--- src/sv/dpcpi_pkg.sv ---
// shared constants, control structs and result type of the current controller
package dpcpi_pkg;

    // sample and fixed-point formats
    localparam int SAMPLE_BITS = 12;
    localparam int FRAC_BITS   = 8;
    localparam int ACC_W       = 32;
    localparam int DUTY_W      = 40;
    localparam int FIELD_W     = 17;

    // sensor scaling, voltages in 0.1 mV, sensitivity in 0.1 mV per ampere
    localparam longint SAMPLE_MAX  = (longint'(1) << SAMPLE_BITS) - 1;
    localparam longint SENS_UNITS  = 419;
    localparam longint BUCK_FS     = 33000;
    localparam longint BOOST_FS    = 66000;
    localparam longint BUCK_OFF    = 200;
    localparam longint BOOST_OFF   = 25000;
    localparam longint DEN         = SAMPLE_MAX * SENS_UNITS;
    localparam longint DEN2        = 2 * DEN;
    localparam longint SCALE2      = longint'(2) << FRAC_BITS;

    // quotient bias keeps the dividend non-negative
    localparam longint QUOT_BIAS   = 16384;

    // dividend = coef_a * code + coef_b, already doubled for round half up
    localparam longint A_BUCK  = SCALE2 * BUCK_FS;
    localparam longint A_BOOST = SCALE2 * BOOST_FS;
    localparam longint B_BUCK  = DEN - SCALE2 * BUCK_OFF * SAMPLE_MAX + QUOT_BIAS * DEN2;
    localparam longint B_BOOST = DEN - SCALE2 * BOOST_OFF * SAMPLE_MAX + QUOT_BIAS * DEN2;

    // reciprocal divide datapath widths
    localparam int X_W       = 38;
    localparam int Y_SHIFT   = 12;
    localparam int Y_W       = X_W - Y_SHIFT;
    localparam int RCP_SHIFT = 36;
    localparam int RCP_W     = 27;
    localparam int PROD_W    = Y_W + RCP_W;
    localparam int Q_W       = 16;
    localparam int DEN2_W    = 22;
    localparam int COEF_W    = 26;
    localparam int CUR_W     = Q_W + 1;

    localparam longint RECIP = (longint'(1) << (RCP_SHIFT + Y_SHIFT)) / DEN2;

    localparam logic [COEF_W-1:0] A_BUCK_C  = COEF_W'(A_BUCK);
    localparam logic [COEF_W-1:0] A_BOOST_C = COEF_W'(A_BOOST);
    localparam logic [X_W-1:0]    B_BUCK_C  = X_W'(B_BUCK);
    localparam logic [X_W-1:0]    B_BOOST_C = X_W'(B_BOOST);
    localparam logic [RCP_W-1:0]  RECIP_C   = RCP_W'(RECIP);
    localparam logic [DEN2_W-1:0] DEN2_C    = DEN2_W'(DEN2);

    // setpoints in 1/256 A, boost value rounded half up
    localparam longint SETPOINT_BUCK  = longint'(16) << FRAC_BITS;
    localparam longint SETPOINT_BOOST =
        -((2 * 1632 * (longint'(1) << FRAC_BITS) - 100 + 199) / 200);

    // Q16 gains
    localparam int KP_W = 22;
    localparam int KI_W = 13;
    localparam logic [KP_W-1:0] KP_BUCK  = KP_W'(3604480);
    localparam logic [KI_W-1:0] KI_BUCK  = KI_W'(3277);
    localparam logic [KP_W-1:0] KP_BOOST = KP_W'(655360);
    localparam logic [KI_W-1:0] KI_BOOST = KI_W'(6554);

    // PI product and sum widths
    localparam int PKP_W       = KP_W + 1 + FIELD_W;
    localparam int PKI_W       = KI_W + 1 + ACC_W;
    localparam int SUM_W       = 48;
    localparam int ROUND_SHIFT = 16;

    // stages from input register to merge output
    localparam int PIPE_STAGES = 6;

    typedef struct packed {
        logic advance;
        logic boost;
    } lane_ctl_t;

    typedef struct packed {
        logic advance;
        logic acc_load;
        logic boost;
    } merge_ctl_t;

    typedef struct packed {
        logic                      limit_flag;
        logic signed [FIELD_W-1:0] control_error;
        logic signed [FIELD_W-1:0] total_current;
        logic signed [DUTY_W-1:0]  duty_command;
    } result_t;

endpackage

--- src/sv/dpcpi_lane.sv ---
// one phase lane: ADC code to current by reciprocal multiply and correction
module dpcpi_lane (
    input  logic                                    clk,
    input  dpcpi_pkg::lane_ctl_t                    ctl,
    input  logic [dpcpi_pkg::SAMPLE_BITS-1:0]       code,
    output logic signed [dpcpi_pkg::CUR_W-1:0]      current
);

    logic [dpcpi_pkg::COEF_W-1:0] coef_a;
    logic [dpcpi_pkg::X_W-1:0]    coef_b;
    logic [dpcpi_pkg::X_W-1:0]    x_reg, x_next, x2_reg, x3_reg;
    logic [dpcpi_pkg::PROD_W-1:0] prod_reg, prod_next;
    logic [dpcpi_pkg::Q_W-1:0]    qe_reg;
    logic [dpcpi_pkg::X_W-1:0]    chk_reg, chk_next;
    logic [dpcpi_pkg::X_W-1:0]    rem;
    logic [dpcpi_pkg::Q_W-1:0]    quot;
    logic signed [dpcpi_pkg::CUR_W-1:0] cur_reg, cur_next;

    // biased dividend from the mode's scale and offset
    always_comb
    begin
        coef_a = ctl.boost ? dpcpi_pkg::A_BOOST_C : dpcpi_pkg::A_BUCK_C;
        coef_b = ctl.boost ? dpcpi_pkg::B_BOOST_C : dpcpi_pkg::B_BUCK_C;
        x_next = coef_a * code + coef_b;
    end

    // quotient estimate from the upper dividend bits
    assign prod_next = x_reg[dpcpi_pkg::X_W-1:dpcpi_pkg::Y_SHIFT] * dpcpi_pkg::RECIP_C;

    // back-multiply the estimate
    assign chk_next = prod_reg[dpcpi_pkg::RCP_SHIFT +: dpcpi_pkg::Q_W] * dpcpi_pkg::DEN2_C;

    // estimate is low by at most one, fix it and remove the bias
    always_comb
    begin
        rem      = x3_reg - chk_reg;
        quot     = qe_reg + dpcpi_pkg::Q_W'(rem >= dpcpi_pkg::X_W'(dpcpi_pkg::DEN2));
        cur_next = $signed({1'b0, quot}) - $signed(dpcpi_pkg::CUR_W'(dpcpi_pkg::QUOT_BIAS));
    end

    // lane pipeline registers
    always_ff @(posedge clk)
    begin
        if (ctl.advance)
        begin
            x_reg    <= x_next;
            prod_reg <= prod_next;
            x2_reg   <= x_reg;
            qe_reg   <= prod_reg[dpcpi_pkg::RCP_SHIFT +: dpcpi_pkg::Q_W];
            chk_reg  <= chk_next;
            x3_reg   <= x2_reg;
            cur_reg  <= cur_next;
        end
    end

    assign current = cur_reg;

endmodule

--- src/sv/dpcpi_merge.sv ---
// merge stage: total current, error, saturating accumulator and PI output
module dpcpi_merge (
    input  logic                                    clk,
    input  logic                                    rst_n,
    input  dpcpi_pkg::merge_ctl_t                   ctl,
    input  logic signed [dpcpi_pkg::CUR_W-1:0]      cur_a,
    input  logic signed [dpcpi_pkg::CUR_W-1:0]      cur_b,
    output dpcpi_pkg::result_t                      result
);

    localparam int FW = dpcpi_pkg::FIELD_W;
    localparam int AW = dpcpi_pkg::ACC_W;
    localparam int DW = dpcpi_pkg::DUTY_W;
    localparam int SW = dpcpi_pkg::SUM_W;

    logic signed [dpcpi_pkg::CUR_W:0] tot_wide;
    logic signed [FW-1:0]             tot_sat;
    logic signed [FW:0]               setpoint;
    logic signed [FW:0]               err_wide;
    logic signed [FW-1:0]             err_sat;
    logic signed [AW:0]               acc_wide;
    logic signed [AW-1:0]             acc_sat;
    logic                             acc_hit;

    logic signed [FW-1:0]             total_reg, total2_reg;
    logic signed [FW-1:0]             err_reg, err2_reg;
    logic signed [AW-1:0]             acc_reg, acc_next;
    logic                             aflag_reg, aflag2_reg;
    logic                             boost2_reg;

    logic [dpcpi_pkg::KP_W-1:0]       kp;
    logic [dpcpi_pkg::KI_W-1:0]       ki;
    logic signed [dpcpi_pkg::PKP_W-1:0] pkp_reg, pkp_next;
    logic signed [dpcpi_pkg::PKI_W-1:0] pki_reg, pki_next;

    logic signed [SW-1:0]             sum;
    logic signed [SW-1:0]             sum_sel;
    logic signed [SW-1:0]             sum_rnd;
    logic signed [SW-1:0]             duty_wide;
    logic signed [DW-1:0]             duty_sat;
    logic                             duty_hit;

    // total and error, clamped to the field range without flagging
    always_comb
    begin
        tot_wide = {cur_a[dpcpi_pkg::CUR_W-1], cur_a} + {cur_b[dpcpi_pkg::CUR_W-1], cur_b};
        if (tot_wide[dpcpi_pkg::CUR_W] != tot_wide[dpcpi_pkg::CUR_W-1])
            tot_sat = tot_wide[dpcpi_pkg::CUR_W] ? {1'b1, {(FW-1){1'b0}}}
                                                 : {1'b0, {(FW-1){1'b1}}};
        else
            tot_sat = tot_wide[FW-1:0];

        setpoint = ctl.boost ? (FW+1)'(dpcpi_pkg::SETPOINT_BOOST)
                             : (FW+1)'(dpcpi_pkg::SETPOINT_BUCK);
        err_wide = setpoint - {tot_sat[FW-1], tot_sat};
        if (err_wide[FW] != err_wide[FW-1])
            err_sat = err_wide[FW] ? {1'b1, {(FW-1){1'b0}}} : {1'b0, {(FW-1){1'b1}}};
        else
            err_sat = err_wide[FW-1:0];
    end

    // saturating accumulator
    always_comb
    begin
        acc_wide = {acc_reg[AW-1], acc_reg} + {{(AW+1-FW){err_sat[FW-1]}}, err_sat};
        acc_hit  = acc_wide[AW] != acc_wide[AW-1];
        if (acc_hit)
            acc_sat = acc_wide[AW] ? {1'b1, {(AW-1){1'b0}}} : {1'b0, {(AW-1){1'b1}}};
        else
            acc_sat = acc_wide[AW-1:0];
        acc_next = ctl.acc_load ? acc_sat : acc_reg;
    end

    always_ff @(posedge clk or negedge rst_n)
    begin
        if (!rst_n)
            acc_reg <= '0;
        else
            acc_reg <= acc_next;
    end

    // proportional and integral products
    always_comb
    begin
        kp       = boost2_reg ? dpcpi_pkg::KP_BOOST : dpcpi_pkg::KP_BUCK;
        ki       = boost2_reg ? dpcpi_pkg::KI_BOOST : dpcpi_pkg::KI_BUCK;
        pkp_next = $signed({1'b0, kp}) * err_reg;
        pki_next = $signed({1'b0, ki}) * acc_reg;
    end

    // merge pipeline registers
    always_ff @(posedge clk)
    begin
        if (ctl.advance)
        begin
            total_reg  <= tot_sat;
            err_reg    <= err_sat;
            aflag_reg  <= acc_hit;
            boost2_reg <= ctl.boost;
            pkp_reg    <= pkp_next;
            pki_reg    <= pki_next;
            total2_reg <= total_reg;
            err2_reg   <= err_reg;
            aflag2_reg <= aflag_reg;
        end
    end

    // sum, sign by mode, round half up by 2^16 and saturate
    always_comb
    begin
        sum = {{(SW-dpcpi_pkg::PKP_W){pkp_reg[dpcpi_pkg::PKP_W-1]}}, pkp_reg}
            + {{(SW-dpcpi_pkg::PKI_W){pki_reg[dpcpi_pkg::PKI_W-1]}}, pki_reg};
        sum_sel   = boost2_reg ? -sum : sum;
        sum_rnd   = sum_sel + $signed(SW'(longint'(1) << (dpcpi_pkg::ROUND_SHIFT - 1)));
        duty_wide = sum_rnd >>> dpcpi_pkg::ROUND_SHIFT;
        duty_hit  = (duty_wide[SW-1:DW-1] != {(SW-DW+1){1'b0}})
                 && (duty_wide[SW-1:DW-1] != {(SW-DW+1){1'b1}});
        if (duty_hit)
            duty_sat = duty_wide[SW-1] ? {1'b1, {(DW-1){1'b0}}} : {1'b0, {(DW-1){1'b1}}};
        else
            duty_sat = duty_wide[DW-1:0];

        result.duty_command  = duty_sat;
        result.total_current = total2_reg;
        result.control_error = err2_reg;
        result.limit_flag    = aflag2_reg | duty_hit;
    end

endmodule

--- src/sv/dual_phase_current_pi_control.sv ---
// top level of the dual-phase current PI controller
// Takes one pair of phase-current ADC codes per word and returns one word with
// the duty command, total current, error and a saturation flag. A new pair can
// be accepted every clock while the output is not stalled; a stalled output word
// freezes the whole pipeline and the input. Each result passes through seven
// register stages, the first loaded at the accepting edge: four in the two
// conversion lanes (dividend multiply, reciprocal multiply, back-multiply,
// correction), two in the merge (accumulate, PI products) and the output
// register. converter_mode must be written through the cfg port only while no
// word is in flight; the block itself does not enforce this.
module dual_phase_current_pi_control (
    input  logic        clk,
    input  logic        rst_n,
    // configuration: bit 0 converter_mode
    input  logic        cfg_valid,
    output logic        cfg_ready,
    input  logic [0:0]  cfg_data,
    // input stream
    input  logic        s_axis_tvalid,
    output logic        s_axis_tready,
    // [11:0] phase_a_sample, [23:12] phase_b_sample
    input  logic [23:0] s_axis_tdata,
    // output stream
    output logic        m_axis_tvalid,
    input  logic        m_axis_tready,
    // [39:0] duty_command, [56:40] total_current, [73:57] control_error,
    // [74] limit_flag, [79:75] zero
    output logic [79:0] m_axis_tdata
);

    localparam int SB = dpcpi_pkg::SAMPLE_BITS;
    localparam int NS = dpcpi_pkg::PIPE_STAGES;

    logic                    mode_reg, mode_next;
    logic                    advance;
    logic [NS-1:0]           valid_reg, valid_next;
    logic                    out_valid_reg, out_valid_next;
    logic [79:0]             tdata_reg, tdata_next;
    dpcpi_pkg::lane_ctl_t    lane_ctl;
    dpcpi_pkg::merge_ctl_t   merge_ctl;
    dpcpi_pkg::result_t      result;
    logic signed [dpcpi_pkg::CUR_W-1:0] cur_a, cur_b;

    // configuration register
    assign cfg_ready = 1'b1;
    assign mode_next = cfg_valid ? cfg_data[0] : mode_reg;

    // whole pipeline moves unless the output word is stalled
    assign advance       = !out_valid_reg || m_axis_tready;
    assign s_axis_tready = advance;

    always_comb
    begin
        valid_next     = advance ? {valid_reg[NS-2:0], s_axis_tvalid} : valid_reg;
        out_valid_next = advance ? valid_reg[NS-1] : out_valid_reg;
        tdata_next     = (advance && valid_reg[NS-1])
                       ? {5'b0, result.limit_flag, result.control_error,
                          result.total_current, result.duty_command}
                       : tdata_reg;
    end

    always_ff @(posedge clk or negedge rst_n)
    begin
        if (!rst_n)
        begin
            mode_reg      <= 1'b0;
            valid_reg     <= '0;
            out_valid_reg <= 1'b0;
        end
        else
        begin
            mode_reg      <= mode_next;
            valid_reg     <= valid_next;
            out_valid_reg <= out_valid_next;
        end
    end

    always_ff @(posedge clk)
    begin
        tdata_reg <= tdata_next;
    end

    // lane and merge control
    always_comb
    begin
        lane_ctl.advance   = advance;
        lane_ctl.boost     = mode_reg;
        merge_ctl.advance  = advance;
        merge_ctl.acc_load = advance && valid_reg[3];
        merge_ctl.boost    = mode_reg;
    end

    dpcpi_lane u_lane_a (
        .clk     (clk),
        .ctl     (lane_ctl),
        .code    (s_axis_tdata[SB-1:0]),
        .current (cur_a)
    );

    dpcpi_lane u_lane_b (
        .clk     (clk),
        .ctl     (lane_ctl),
        .code    (s_axis_tdata[2*SB-1:SB]),
        .current (cur_b)
    );

    dpcpi_merge u_merge (
        .clk    (clk),
        .rst_n  (rst_n),
        .ctl    (merge_ctl),
        .cur_a  (cur_a),
        .cur_b  (cur_b),
        .result (result)
    );

    assign m_axis_tvalid = out_valid_reg;
    assign m_axis_tdata  = tdata_reg;

endmodule

--- config.mk ---
export PLATFORM = sky130hd
export DESIGN_NAME = dual_phase_current_pi_control
export DESIGN_NICKNAME = d
export VERILOG_FILES = /design/src/sv/dpcpi_pkg.sv /design/src/sv/dpcpi_lane.sv /design/src/sv/dpcpi_merge.sv /design/src/sv/dual_phase_current_pi_control.sv
export SDC_FILE = /design/constraint.sdc
export NUM_CORES = 2
export LEC_CHECK = 0
export CAP_MARGIN = 20
export CELL_PAD_IN_SITES_DETAIL_PLACEMENT = 0
export CELL_PAD_IN_SITES_GLOBAL_PLACEMENT = 1
export CORE_ASPECT_RATIO = 0.9
export CORE_MARGIN = 1.5
export CORE_UTILIZATION = 40
export DETAILED_ROUTE_END_ITERATION = 10
export DONT_BUFFER_PORTS = 1
export GPL_ROUTABILITY_DRIVEN = 0
export PLACE_DENSITY = 0.62
export SETUP_SLACK_MARGIN = 0.5
export SYNTH_ARGS = -nofsm -noshare
export SYNTH_HDL_FRONTEND = slang
export SYNTH_SLANG_ARGS = --single-unit
export TNS_END_PERCENT = 1
--- constraint.sdc ---
create_clock -name clk -period 21.3 [get_ports clk]
set_input_delay 3.195 -clock clk [delete_from_list [all_inputs] [get_ports clk]]
set_output_delay 3.195 -clock clk [all_outputs]
set_load 0.01 [all_outputs]
# Word-level counts from Yosys, hierarchy flattened
# Index checks and enable logic that the tools add are counted.
# totals
register_bits,742
input_bits,30
wordCells,76
# op_classes
add_sub_neg,14
n_eq_ne,4
n_mul,8
order_cmp,2
n_reduce_logical,5
n_bitwise,1
n_mux,14
# ops
op,count
$mul 26x26->51 const B,2
$mux 40,2
$add 38x38->38,2
$ge 38x22->1 const B,2
$mul 26x12->38,2
$sub 38x38->38,2
$mul 16x21->37 const B,2
$mux 17,4
$mux 32,2
$add 48x17->48 const B,1
$mux 48,1
$neg 48->48,1
$add 40x46->47,1
$mul 14x32->46,1
$mul 23x17->40,1
$mux 36,1
$sub 16x15->17 const B,2
$add 32x17->33,1
$add 16x1->16,2
$mux 26,1
$mux 22,1
$add 17x17->18,1
$mux 18,1
$sub 18x18->18,1
7 further kinds,11

# Depth between registers and ports, before layout
# depth
word_depth,9
mapped_depth,53

# Modules after synthesis
# A second synthesis with hierarchy kept.
# unflattened
cells_unflattened,8318
area_unflattened_um2,87714.1
# by_module_without_submodules
mod,area_each_um2,instances,cells_per_inst,seq_area_each_um2
dpcpi_lane at u_lane_b,29012.8,1,2788,4864.7
dpcpi_lane at u_lane_a,28441.0,1,2702,4864.7
dpcpi_merge,27610.2,1,2725,5034.8
dual_phase_current_pi_control,2650.0,1,103,2452.4

# Least setup slack after synthesis
# OpenSTA, ideal clock, no wires.
# synth_path
path_type,input to output
start,input m_axis_tready
end,output s_axis_tready
path_slack_ns,1.962
path_stages,2
arrival_time_ns,16.143
path_cell_list,nand2b_1 clkbuf_1
# synth_between
elab_chain_cells,1
# synth_rtl
item,line,text
from (decl),dual_phase_current_pi_control.sv:25,"input logic m_axis_tready,"
$logic_or 1x1->1,dual_phase_current_pi_control.sv:49,assign advance = !out_valid_reg || m_axis_tready;
to (decl),dual_phase_current_pi_control.sv:20,"output logic s_axis_tready,"
# No other way between the ends.

# Worst setup path after layout
# layout_path
start,register u_lane_a.cur_reg (netlist bit u_lane_a.current[0])
end,register u_merge.acc_reg[5]
# layout_between
elab_chain_cells,9
# layout_rtl
item,line,text
from (decl),dpcpi_lane.sv:17,"logic signed [dpcpi_pkg::CUR_W-1:0] cur_reg, cur_next;"
from (signal assigned),dpcpi_lane.sv:52,cur_reg <= cur_next;
$add 17x17->18 *,dpcpi_merge.sv:46,"tot_wide = {cur_a[dpcpi_pkg::CUR_W-1], cur_a} + {cur_b[dpcpi_pkg::CUR_W-1], cur_b};"
$mux 17 / $ne 1x1->1 (equally long branches),"dpcpi_merge.sv:48, dpcpi_merge.sv:47",
$mux 17 *,dpcpi_merge.sv:47,if (tot_wide[dpcpi_pkg::CUR_W] != tot_wide[dpcpi_pkg::CUR_W-1])
$sub 18x18->18 *,dpcpi_merge.sv:55,"err_wide = setpoint - {tot_sat[FW-1], tot_sat};"
$mux 17 / $ne 1x1->1 (equally long branches),"dpcpi_merge.sv:57, dpcpi_merge.sv:56",
$mux 17 *,dpcpi_merge.sv:56,if (err_wide[FW] != err_wide[FW-1])
named net u_merge.err_sat[0],dpcpi_merge.sv:20,logic signed [FW-1:0] err_sat;
$add 32x17->33 *,dpcpi_merge.sv:65,"acc_wide = {acc_reg[AW-1], acc_reg} + {{(AW+1-FW){err_sat[FW-1]}}, err_sat};"
$mux 32 / $ne 1x1->1 (equally long branches),"dpcpi_merge.sv:68, dpcpi_merge.sv:66",
$mux 32 *,dpcpi_merge.sv:67,if (acc_hit)
to (signal assigned),dpcpi_merge.sv:79,acc_reg <= acc_next;
to (decl),dpcpi_merge.sv:27,"logic signed [AW-1:0] acc_reg, acc_next;"
# The timed path passes the listed nets; every way through them passes the cells marked *.
# A chain may end at the register's enable or synchronous reset.

==> results by group <==
CTS
  – Clk sinks: 572
  – Post-CTS sizing: 0
  – Max clock buf depth: 3
  – CTS tree: yes
  – Setup bufs post-CTS: 0
  – H-tree depth: 3
  – Clk Latency, worst-skew pair: 0.73 ns
  – Clock transition at the registers of the reported paths: 0.06 ns
  – Total CTS buffers: 76
  – CTS root buf: clkbuf_16
  – Hold_buf cts: 0

Die
  – Die X: 488.0 µm
  – Die Height: 439.5 µm
  – Std cell rows: 160
  – Initial Util: 40.18%
  – Ports: 113
  – Full die area: 0.2145 mm²
  – Core Region: 0.2108 mm²

Worst setup path
  – Critical Path Fanout Max: 18
  – Critical path type: reg -> reg
  – CP Capture Type: flop
  – Crit start category: flop
  – CP most frequent cell: a21oi_1
  – Max stage delay on crit path: 0.86 ns
  – Req. time, crit path: 21.92 ns
  – Worst path slowest cell: o41ai_1
  – Critical path arrival: 13.57 ns

Timing
  – Slew headroom: 33.89%
  – F_max: 0.07722 GHz
  – Unrepaired setup endpoints after global routing: false
  – Fin. Hold Viols: 0
  – Finish-stage setup viols: 0
  – Period utilization: 60.80%
  – Setup Total Neg Slack: 0 ns
  – Slew @ Worst Pin: 0.9825 ns
  – Max-slew violation count: 0
  – Setup Skew: 0.03619 ns
  – Tmin final: 12.95 ns
  – Hold_ws: 0.4101 ns

Logic synthesis
  – Mapped Area: 0.08469 mm²
  – Mean Syn Cell Area: 10.72 µm²
  – Largest family of logic cells by synthesized area: adder cells
  – Post-Syn Instances: 7901
  – Synth Flop Type: edfxtp_1
  – Post-Synth XOR/XNOR Area: 3.947%
  – Synth Area in Simple Gates: 6.725%
  – Post-Synth Adder-Cell Area: 51.64%
  – Mux contribution to synthesized area: 0.1507%
  – Ys Warns: 0
  – Synth Area in Compound Gates: 8.582%
  – Post-synth EDFFs: 532
  – Async set-reset flop share out of synthesis: 6.993%
  – Cell variety after synth: 105
  – Register area share after synthesis: 20.04%
  – FF+latch count, synth: 572

Layout
  – Fillers: 20110
  – Commonest non-fill, non-tap cell in the layout: inv_1
  – Final #Nets: 10740
  – Area added between synthesis and finish: 7.360%
  – Final Instance Area: 0.09093 mm²
  – Most frequent cells in the layout: 1891 x inv_1, 1434 x ha_1, 1284 x fa_1
  – Max reg flops: 67
  – Layout cells sized above 1: 3.279%

Drt
  – # DRC: 0
  – Via density: 4.895
  – Final WL: 198500 µm
  – DRT Pass-1 Iters: 5
  – DR vias: 53300
  – Routed Antenna Nets: 0
  – Wire length per cell: 18.23 µm
  – Iteration-0 DRC Markers: 2493

Global route
  – Initial antenna violation count: 6
  – Vias in the first global route: 57460
  – Largest net degree at the start of global routing: 85
  – Congestion Overflow GR: 0
  – Gr usage total: 19.26%
  – First-pass GRT wire length: 322000 µm

Outcome
  – Outcome: finished, final reports clean

Placement
  – Post-DP HPWL: 170000 µm
  – Area post-placement: 0.08833 mm²
  – PortBufs: 0

Worst hold path
  – Hold crit path type: reg -> reg

Job
  – Max cap viols: 0
worst paths after layout:
check	from	endpoint	cells after the start	slack, ns
worst max register to register	u_lane_a.current[0]$_DFFE_PN_	u_merge.acc_reg[5]$_DFFE_PN0P_	47	8.35
worst min-delay path	u_lane_b.x2_reg[30]$_DFFE_PN_	u_lane_b.x3_reg[30]$_DFFE_PN_	0	0.41
min in group asynchronous	rst_n	u_merge.acc_reg[20]$_DFFE_PN0P_	0	2.17
worst max-delay path	u_lane_a.current[0]$_DFFE_PN_	u_merge.acc_reg[5]$_DFFE_PN0P_	47	8.35
max in group asynchronous	rst_n	u_merge.acc_reg[19]$_DFFE_PN0P_	0	18.99
worst min register to register	u_lane_b.x2_reg[30]$_DFFE_PN_	u_lane_b.x3_reg[30]$_DFFE_PN_	0	0.41
Yosys cell counts (all sizes together) (30+ instances only):
cell type / number / share of area, %
inv: 1892 / 8.4
ha: 1434 / 21
fa: 1284 / 30
edfxtp: 532 / 19
a21oi: 279 / 1.7
xnor2: 273 / 2.8
nand2: 263 / 1.2
nor2: 250 / 1.1
o21ai: 231 / 1.4
a21o: 144 / 1.3
xor2: 107 / 1.1
nor2b: 99 / 0.73
nor3: 91 / 0.54
nand3: 87 / 0.52
and2: 72 / 0.53
clkbuf: 69 / 0.31
o21a: 64 / 0.57
o21bai: 60 / 0.54
and3: 52 / 0.38
nand2b: 52 / 0.39
or2: 41 / 0.30
dfrtp: 40 / 1.2
a211oi: 39 / 0.35
a31oi: 39 / 0.29
nand4: 38 / 0.31
o31ai: 30 / 0.29
routing by layer:
| layer | vias to the layer above | routed length [µm] | GRT usage (%) | part of all wire (%) |
|---|---|---|---|---|
| li1 | 26010 | - | - | - |
| met1 | 26500 | 98490 | 28.08 | 50 |
| met2 | 660 | 89560 | 30.95 | 45 |
| met3 | 138 | 7437 | 2.362 | 3.7 |
| met4 | 0 | 3008 | 3.302 | 1.5 |
| met5 | - | 0 | 0 | 0 |
worst max-delay path, delay by kind of cell, from the launching register on:
kind / cells / cell delay [ns]
compound gates: 31 / 7.55
fa+ha+maj: 7 / 2.78
simple gates: 4 / 1.35
buf+inv: 3 / 0.60
flops: 1 / 0.37
xor+xnor: 2 / 0.22
logic make-up after synthesis:
logic type,Yosys count
adders and majority gates,2727
AOI/OAI and AO/OA,1096
buffers and inverters,1987
xor gates and xnor gates,380
and+or+nand+nor,1125
other,2
muxes,12
DFF,572
area by class of cell:
| type | count | area (µm²) | area share [%] |
|---|---|---|---|
| Clock inverter | 56 | 603.1 | 0.6633 |
| Multi-Input combinational cell | 5407 | 60440 | 66.47 |
| Inverter | 1893 | 7106 | 7.815 |
| Clock buffer | 85 | 1946 | 2.140 |
| Timing Repair Buffer | 38 | 304.0 | 0.3344 |
| Sequential cell | 572 | 16980 | 18.67 |
| Antenna cell | 2 | 5.005 | 0.005504 |
| Tap cell | 2835 | 3547 | 3.901 |
per-stage QoR:
step                      worst slack (ns)  instances  utilization [%]
after floorplan                      1.962       7966                -
after global placement               8.846      10740            41.90
after detailed placement             8.429      10740            41.90
after CTS                            8.377      10880            43.11
after global routing                 7.336      10890            43.13
final                                8.350      10890            43.13
Power is not shown: default switching activity piles up to over one toggle a cycle in this logic, so the estimate is an artifact.
